===== config.mk =====
export PLATFORM = sky130hd
export DESIGN_NAME = dnrt_cell
export DESIGN_NICKNAME = d
export VERILOG_FILES = /design/src/rtl/core/device_number_reservation_table_top_macros.svh /design/src/rtl/core/dnrt_pkg.sv /design/src/rtl/core/dnrt_cell.sv
export SDC_FILE = /design/constraint.sdc
export NUM_CORES = 1
export LEC_CHECK = 0
export BUFFER_PORTS_ARGS = -buffer_cell sky130_fd_sc_hd__clkbuf_2
export CAP_MARGIN = 40
export CORE_AREA = 5 5 206 208
export DETAILED_ROUTE_END_ITERATION = 12
export DIE_AREA = 0 0 211 213
export GPL_TIMING_DRIVEN = 0
export SLEW_MARGIN = 20
export SYNTH_ARGS = -nofsm -noshare
export SYNTH_HDL_FRONTEND = slang
export SYNTH_SLANG_ARGS = --single-unit
export TNS_END_PERCENT = 10

===== constraint.sdc =====
create_clock -name clk -period 11.1 [get_ports clk]
set_clock_uncertainty 0.1 [all_clocks]
set_input_delay 1.11 -clock clk [delete_from_list [all_inputs] [get_ports clk]]
set_output_delay 1.11 -clock clk [all_outputs]
set_load 0.05 [all_outputs]

===== src/rtl/core/device_number_reservation_table_top_macros.svh =====
// Assertion macros for the device number reservation table.
`ifndef DEVICE_NUMBER_RESERVATION_TABLE_TOP_MACROS_SVH
`define DEVICE_NUMBER_RESERVATION_TABLE_TOP_MACROS_SVH

`ifndef SYNTHESIS

// Condition must hold at every clock edge out of reset.
`define DNRT_ASSERT(label, cond) \
	label: assert property (@(posedge clk) disable iff (!arst_n) (cond)) \
		else $error("dnrt: invariant violated");

// When pre holds, post must hold in the next cycle.
`define DNRT_ASSERT_NEXT(label, pre, post) \
	label: assert property (@(posedge clk) disable iff (!arst_n) (pre) |=> (post)) \
		else $error("dnrt: sequence violated");

`else

`define DNRT_ASSERT(label, cond)
`define DNRT_ASSERT_NEXT(label, pre, post)

`endif

`endif


===== src/rtl/core/dnrt_pkg.sv =====
// Shared types, constants and helpers of the device number reservation table.
package dnrt_pkg;

	// Parameter defaults and limits
	localparam int TABLE_ENTRIES_DEF = 8;
	localparam int TABLE_ENTRIES_MAX = 64;
	localparam int ID_BYTES_DEF      = 16;
	localparam int PICK_W            = $clog2(TABLE_ENTRIES_MAX);

	// Configuration register indexes
	localparam int CFG_IDX_W = 2;
	localparam logic [CFG_IDX_W-1:0] CFG_RESERVED_START = 2'd0;
	localparam logic [CFG_IDX_W-1:0] CFG_AUTO_START     = 2'd1;

	// Register reset values
	localparam logic [31:0] RESERVED_START_RST = 32'd10000;
	localparam logic [31:0] AUTO_START_RST     = 32'd20000;

	// Search token handed from cell to cell
	typedef struct packed {
		logic              valid;
		logic              hit;
		logic [31:0]       hit_nr;
		logic [31:0]       key;
		logic [PICK_W-1:0] pick;
	} tok_t;

	// Entry write broadcast to all cells
	typedef struct packed {
		logic              en;
		logic [PICK_W-1:0] pick;
		logic [63:0]       id_lo;
		logic [63:0]       id_hi;
		logic [31:0]       nr;
	} wr_t;

	// Mask of the ID bytes kept in the low word
	function automatic logic [63:0] id_mask_lo(int bytes);
		logic [63:0] m;
		if (bytes >= 8) begin
			m = '1;
		end else if (bytes <= 0) begin
			m = '0;
		end else begin
			m = (64'd1 << (8 * bytes)) - 64'd1;
		end
		return m;
	endfunction

	// Mask of the ID bytes kept in the high word
	function automatic logic [63:0] id_mask_hi(int bytes);
		return id_mask_lo(bytes - 8);
	endfunction

endpackage


===== src/rtl/core/dnrt_cell.sv =====
// One table entry: ID match, oldest-number selection and entry storage.
module dnrt_cell
	import dnrt_pkg::*;
#(
	parameter int INDEX = 0
) (
	input  logic        clk,
	input  logic        arst_n,
	input  logic [63:0] id_lo,
	input  logic [63:0] id_hi,
	input  logic [31:0] rn,
	input  logic [31:0] auto_start,
	input  tok_t        tok_in,
	input  wr_t         wr,
	output tok_t        tok_out,
	output logic [31:0] nr
);

	logic [63:0] ent_lo_q;
	logic [63:0] ent_hi_q;
	logic [31:0] ent_nr_q;
	tok_t        tok_q;
	tok_t        tok_nxt;
	logic [31:0] key_a;
	logic [PICK_W-1:0] pick_a;
	logic [31:0] wrapped;

	// Match and selection on the passing token
	always_comb begin
		tok_nxt = tok_in;
		if (!tok_in.hit && ent_lo_q == id_lo && ent_hi_q == id_hi) begin
			tok_nxt.hit    = 1'b1;
			tok_nxt.hit_nr = ent_nr_q;
		end
		key_a  = tok_in.key;
		pick_a = tok_in.pick;
		if (ent_nr_q >= rn && ent_nr_q < key_a) begin
			key_a  = ent_nr_q;
			pick_a = PICK_W'(INDEX);
		end
		wrapped = ent_nr_q + auto_start;
		if (wrapped < key_a) begin
			key_a  = wrapped;
			pick_a = PICK_W'(INDEX);
		end
		tok_nxt.key  = key_a;
		tok_nxt.pick = pick_a;
	end

	// Token register toward the next cell
	always_ff @(posedge clk or negedge arst_n) begin
		if (!arst_n) begin
			tok_q <= '0;
		end else begin
			tok_q <= tok_nxt;
		end
	end

	// Entry storage
	always_ff @(posedge clk or negedge arst_n) begin
		if (!arst_n) begin
			ent_lo_q <= '0;
			ent_hi_q <= '0;
			ent_nr_q <= '0;
		end else if (wr.en && wr.pick == PICK_W'(INDEX)) begin
			ent_lo_q <= wr.id_lo;
			ent_hi_q <= wr.id_hi;
			ent_nr_q <= wr.nr;
		end
	end

	assign tok_out = tok_q;
	assign nr      = ent_nr_q;

endmodule


# Yosys cells after proc, flatten, opt, wreduce, memory -nomap -nowiden
# Cells that the tools add are included.
# W data, S select, Z words.
[word_totals]
input_bits = 433
romBits = 0
ram_bits = 0
n_memories = 0
register_bits = 232
latchBits = 0
wordCells = 25
output_inout_bits = 104
[op_classes]
addsub = 1
n_eq_ne = 2
multipliers = 0
n_shift = 0
bitwise_logic = 0
n_lt_le_gt_ge = 3
n_reduce_logical = 6
mux = 5
div = 0
[op_table]
columns = ["cell", "n"]
rows = [
  ["$eq A64 B64 Y1", 2],
  ["$lt A32 B32 Y1", 2],
  ["$mux W32", 2],
  ["$mux W33", 1],
  ["$add A32 B32 Y32", 1],
  ["$ge A32 B32 Y1", 1],
  ["$mux W6", 2],
  ["$logic_not A6 Y1", 1],
  ["$logic_and A1 B1 Y1", 4],
  ["$logic_not A1 Y1", 1],
]

# Logic depth before layout (Yosys ltp)
[logic_depth]
ltp_word = 5
depth_mapped = 23
mapped_depth_nobuf = 20

# Worst setup path before layout
# OpenSTA, ideal clock, no wires.
[synth_path]
path_type = "input -> register"
start = "input tok_in[13] (netlist name)"
end = "register tok_q, in the netlist tok_out[6]"
arrival_ns = 5.142
path_buffers = 3
required_time_ns = 10.872
setup_time_ns = 0.128
path_stages = 22
path_slack_ns = 5.731
cell_sequence = "inv_1 -> ha_1 -> a21oi_1 -> o21ai_1 -> a2111oi_0 -> a21oi_1 -> o31a_1 -> a211oi_2 -> buf_4 -> buf_4 -> mux2i_1 -> ha_1 -> a21o_1 -> a21o_1 -> a21oi_1 -> o21ai_0 -> a21oi_1 -> o21ai_0 -> a211oi_1 -> o31a_4 -> buf_6 -> mux2_1"
[synth_via]
elab_chain_cells = 5
[synth_rtl]
columns = ["element", "line_no", "text"]
rows = [
  ["start: declaration", "dnrt_cell.sv:13", "input tok_t tok_in,"],
  ["$lt A32 B32 Y1", "dnrt_cell.sv:37", "if (ent_nr_q >= rn && ent_nr_q < key_a) begin"],
  ["$logic_and A1 B1 Y1", "dnrt_cell.sv:37", ""],
  ["$mux W32 *", "dnrt_cell.sv:37", ""],
  ["$lt A32 B32 Y1", "dnrt_cell.sv:42", "if (wrapped < key_a) begin"],
  ["$mux W32 *", "dnrt_cell.sv:42", ""],
  ["net key_a[0]", "dnrt_cell.sv:24", "logic [31:0] key_a;"],
  ["end signal: assignment", "dnrt_cell.sv:55", "tok_q <= tok_nxt;"],
  ["end: declaration", "dnrt_cell.sv:22", "tok_t tok_q;"],
]
# Mark *: on every way through the listed nets, which the timed path passes. The rest lies on a longest branch.
# A chain may end at the register's enable or synchronous reset.

# Worst setup path in the final report
[layout_path]
start = "input rn[29]"
end = "register tok_q, in the netlist tok_out[26]"
[layout_via]
elab_chain_cells = 5
[layout_rtl]
columns = ["element", "line_no", "text"]
rows = [
  ["start: declaration", "dnrt_cell.sv:11", "input logic [31:0] rn,"],
  ["$ge A32 B32 Y1 *", "dnrt_cell.sv:37", ""],
  ["$logic_and A1 B1 Y1 *", "dnrt_cell.sv:37", ""],
  ["$mux W32 *", "dnrt_cell.sv:37", ""],
  ["$lt A32 B32 Y1", "dnrt_cell.sv:42", ""],
  ["$mux W32 *", "dnrt_cell.sv:42", ""],
  ["net key_a[20]", "dnrt_cell.sv:24", ""],
]
# Marked as above.

==> flow_metrics.py <==
metrics = {
    "run_status": {
        "run_status": "finished clean",
    },
    "clocking": {
        "holdBufCountCts": 0,
        "postCtsResizedCells": 0,
        "cts_buffers": 29,
        "cts_setup_buffers": 0,
        "clk_path_buf_depth": 3,
        "clk_pin_slew_ns": 0.06,
        "cts_sinks": 232,
        "clockRootBuffer": "clkbuf_16",
        "htree_levels": 1,
        "cts_tree": "yes",
        "worstSkewPairLatency_ns": 0.56,
    },
    "setup_path": {
        "critPathLaunchType": "input port",
        "cp_max_fo": 10,
        "r2r_cells": 20,
        "crit_type": "input port to register",
        "worstPathRequired_ns": 11.44,
        "arrival_ns": 6.40,
        "endpoint_kind": "register",
    },
    "floorplan": {
        "ioPinCount": 537,
        "die_w_um": 211,
        "core.rowCount": 74,
        "dieArea_um2": 44900,
        "core-area_um2": 40400,
        "fp.dieH_um": 213,
        "initial_core_util": 0.353,
    },
    "sta": {
        "final.period_utilization": 0.547,
        "fmax_mhz": 165,
        "worst_pin_slew_ns": 0.825,
        "report.final.hold_viol_count": 0,
        "hold_ws_ns": 0.333,
        "drv_slew": 0,
        "final.setup.tns_ns": 0,
        "setup_viol": 0,
        "fin_crit_ns": 6.07,
        "slew_headroom": 0.436,
        "rsz0062_at_grt": "false",
    },
    "yosys": {
        "yosys_warnings": 0,
        "ys.flop_type": "dfrtp_1",
        "synth_top_area_share": 0.407,
        "syn_avg_cell_area_um2": 11.1,
        "yosysUniqueCellTypes": 61,
        "syn-cell-area_um2": 14300,
        "synthTopCellsByArea": "dfrtp_1 (41%), mux2_2 (15%), ha_1 (11%)",
        "synth-seq-cells": 232,
        "synthCells": 1283,
        "synth_common_cells": "dfrtp_1 (232), mux2_2 (192), inv_1 (148)",
        "syn-num-nets": 1842,
        "synth-edff-count": 0,
        "yosys.area.top_type": "dfrtp_1",
        "yosysMostFrequentCell": "dfrtp_1",
        "yosysSeqAreaShare": 0.407,
        "synthArstFlopShare": 1.00,
    },
    "global_route": {
        "grt_use_total": 0.221,
        "grt_pass1_wl_mm": 76.7,
        "grt_max_degree": 87,
        "grt.overflow.total": 0,
        "antenna_found_initial": 4,
        "grt_pass1_vias": 13200,
    },
    "detailed_routing": {
        "wl_mm": 51.5,
        "via_per_inst": 5.01,
        "drt-pass1-iter-count": 5,
        "drc": 0,
        "routedWlPerCell_um": 21.3,
        "drtIter0Drc": 397,
        "ant_nets": 0,
        "vias": 12100,
    },
    "layout": {
        "postLayoutCellArea_um2": 18800,
        "syn_to_final_growth_pct": 31.7,
        "drive_gt1_frac": 0.429,
        "nets": 2421,
        "seq_area_um2": 5810,
        "fillerInstances": 3927,
        "multi_input_area_um2": 7730,
    },
    "worst_hold_path": {
        "min_path_type": "input port to async pin",
    },
    "pwr": {
        "p_leak_nw": 9.98,
        "vdd_ir_drop_max_mv": 0.114,
        "power_density_nw_per_um2": 178,
    },
    "placed_design": {
        "placed_cell_area_um2": 17800,
        "gp_congestion": 0.905,
        "dpl.hpwl_mm": 43.5,
        "portBuffers": 536,
    },
    "job": {
        "max-cap-violations": 0,
    },
}
[layout make-up]
type | count | area share
clock inverter | 14 | 0.00906
timing repair buffer | 548 | 0.153
sequential | 232 | 0.309
multi-input combinational | 870 | 0.411
inverter | 148 | 0.0296
tap | 532 | 0.0354
buffer | 33 | 0.00939
clock buffer | 37 | 0.0424
antenna | 2 | 0.000266
[placed cells by master (no fill, tap or decap), types with 5 or more instances in the layout]
cell type,instances
nor4_1,13
xnor2_1,87
xor2_1,25
and3_1,5
nor3b_1,7
nand2b_1,7
o21bai_1,7
ha_1,125
nand3_1,9
inv_1,148
nand2_1,14
dfrtp_1,232
a21o_1,32
o2bb2ai_1,5
a21oi_1,56
buf_6,8
clkbuf_1,18
clkbuf_16,29
o22ai_1,15
a31oi_1,9
nor2_1,25
mux2_2,192
a22o_1,5
nor3_1,10
nor2b_1,8
nand4_1,44
clkbuf_2,535
clkbuf_8,5
a221oi_1,12
a211oi_1,8
buf_2,6
buf_1,6
mux2i_1,65
o21ai_0,34
[state kept, by name, summed over array words and instances, names as in the netlist]
register and cells:
ent_hi_q 64, tok_out 72, nr 32, ent_lo_q 64
[logic make-up (layout without fill, tap and decap cells)]
| logic type | after synthesis | after routing | share of synthesized area |
|---|---|---|---|
| buf+inv | 181 | 780 | 0.0513 |
| flops | 232 | 232 | 0.407 |
| other cells | 0 | 2 | 0 |
| fa+ha+maj | 126 | 126 | 0.111 |
| compound gates | 215 | 215 | 0.100 |
| xor+xnor | 112 | 112 | 0.0688 |
| simple gates | 158 | 158 | 0.0626 |
| mux | 259 | 259 | 0.199 |
[layer usage]
metal / vias to the layer above / global-route usage / routed length (µm) / share of wire
met3: 81 / 0.0658 / 4180 / 0.081
met4: 4 / 0.0677 / 1610 / 0.031
met2: 425 / 0.395 / 26000 / 0.51
li1: 5776 / - / - / -
met1: 5819 / 0.257 / 19600 / 0.38
met5: - / 0 / 34 / 0.00066
[path summary, 6_finish.rpt]
check,from,end,slack [ns]
worst max register to register,nr[31],tok_out[26],5.14
worst max-delay path,rn[29],tok_out[26],5.03
max in group asynchronous,arst_n,ent_hi_q[54],9.55
min in group clk,ent_lo_q[25],ent_lo_q[25],0.41
worst min register to register,ent_lo_q[25],ent_lo_q[25],0.41
worst min-delay path,arst_n,tok_out[51],0.33
[report_power, final]
part	switching [mW]	internal (mW)	leakage (nW)	total, mW
Combinational	0.794	0.479	6.54	1.27
Sequential	0.108	0.996	2.98	1.10
Clock	0.385	0.576	0.463	0.961
Total	1.29	2.05	9.98	3.34
[critical path, cell delays in order]
cell      delay, ns
clkbuf_2       0.08
inv_1          0.03
ha_1           0.28
nand4_1        0.23
or4_1          0.71
a31o_2         0.30
a211oi_2       0.37
buf_4          0.29
buf_4          0.28
mux2i_1        0.26
ha_1           0.27
a21o_1         0.16
a21o_1         0.17
a21oi_1        0.18
o21ai_0        0.16
a21oi_1        0.17
o21ai_0        0.14
a211oi_1       0.32
o31a_4         0.21
buf_6          0.18
buf_8          0.18
mux2i_1        0.29
[per-stage QoR]
step	setup slack, ns	instances	power [mW]	utilization
final	5.03	2416	3.34	0.465
after global routing	4.63	2415	3.54	0.465
after CTS	4.98	2412	3.38	0.465
after detailed placement	4.41	2361	2.40	0.441
after global placement	3.89	2351	2.37	0.436
after floorplan	5.73	1283	1.99	-
(Power assumes the default switching activity.)
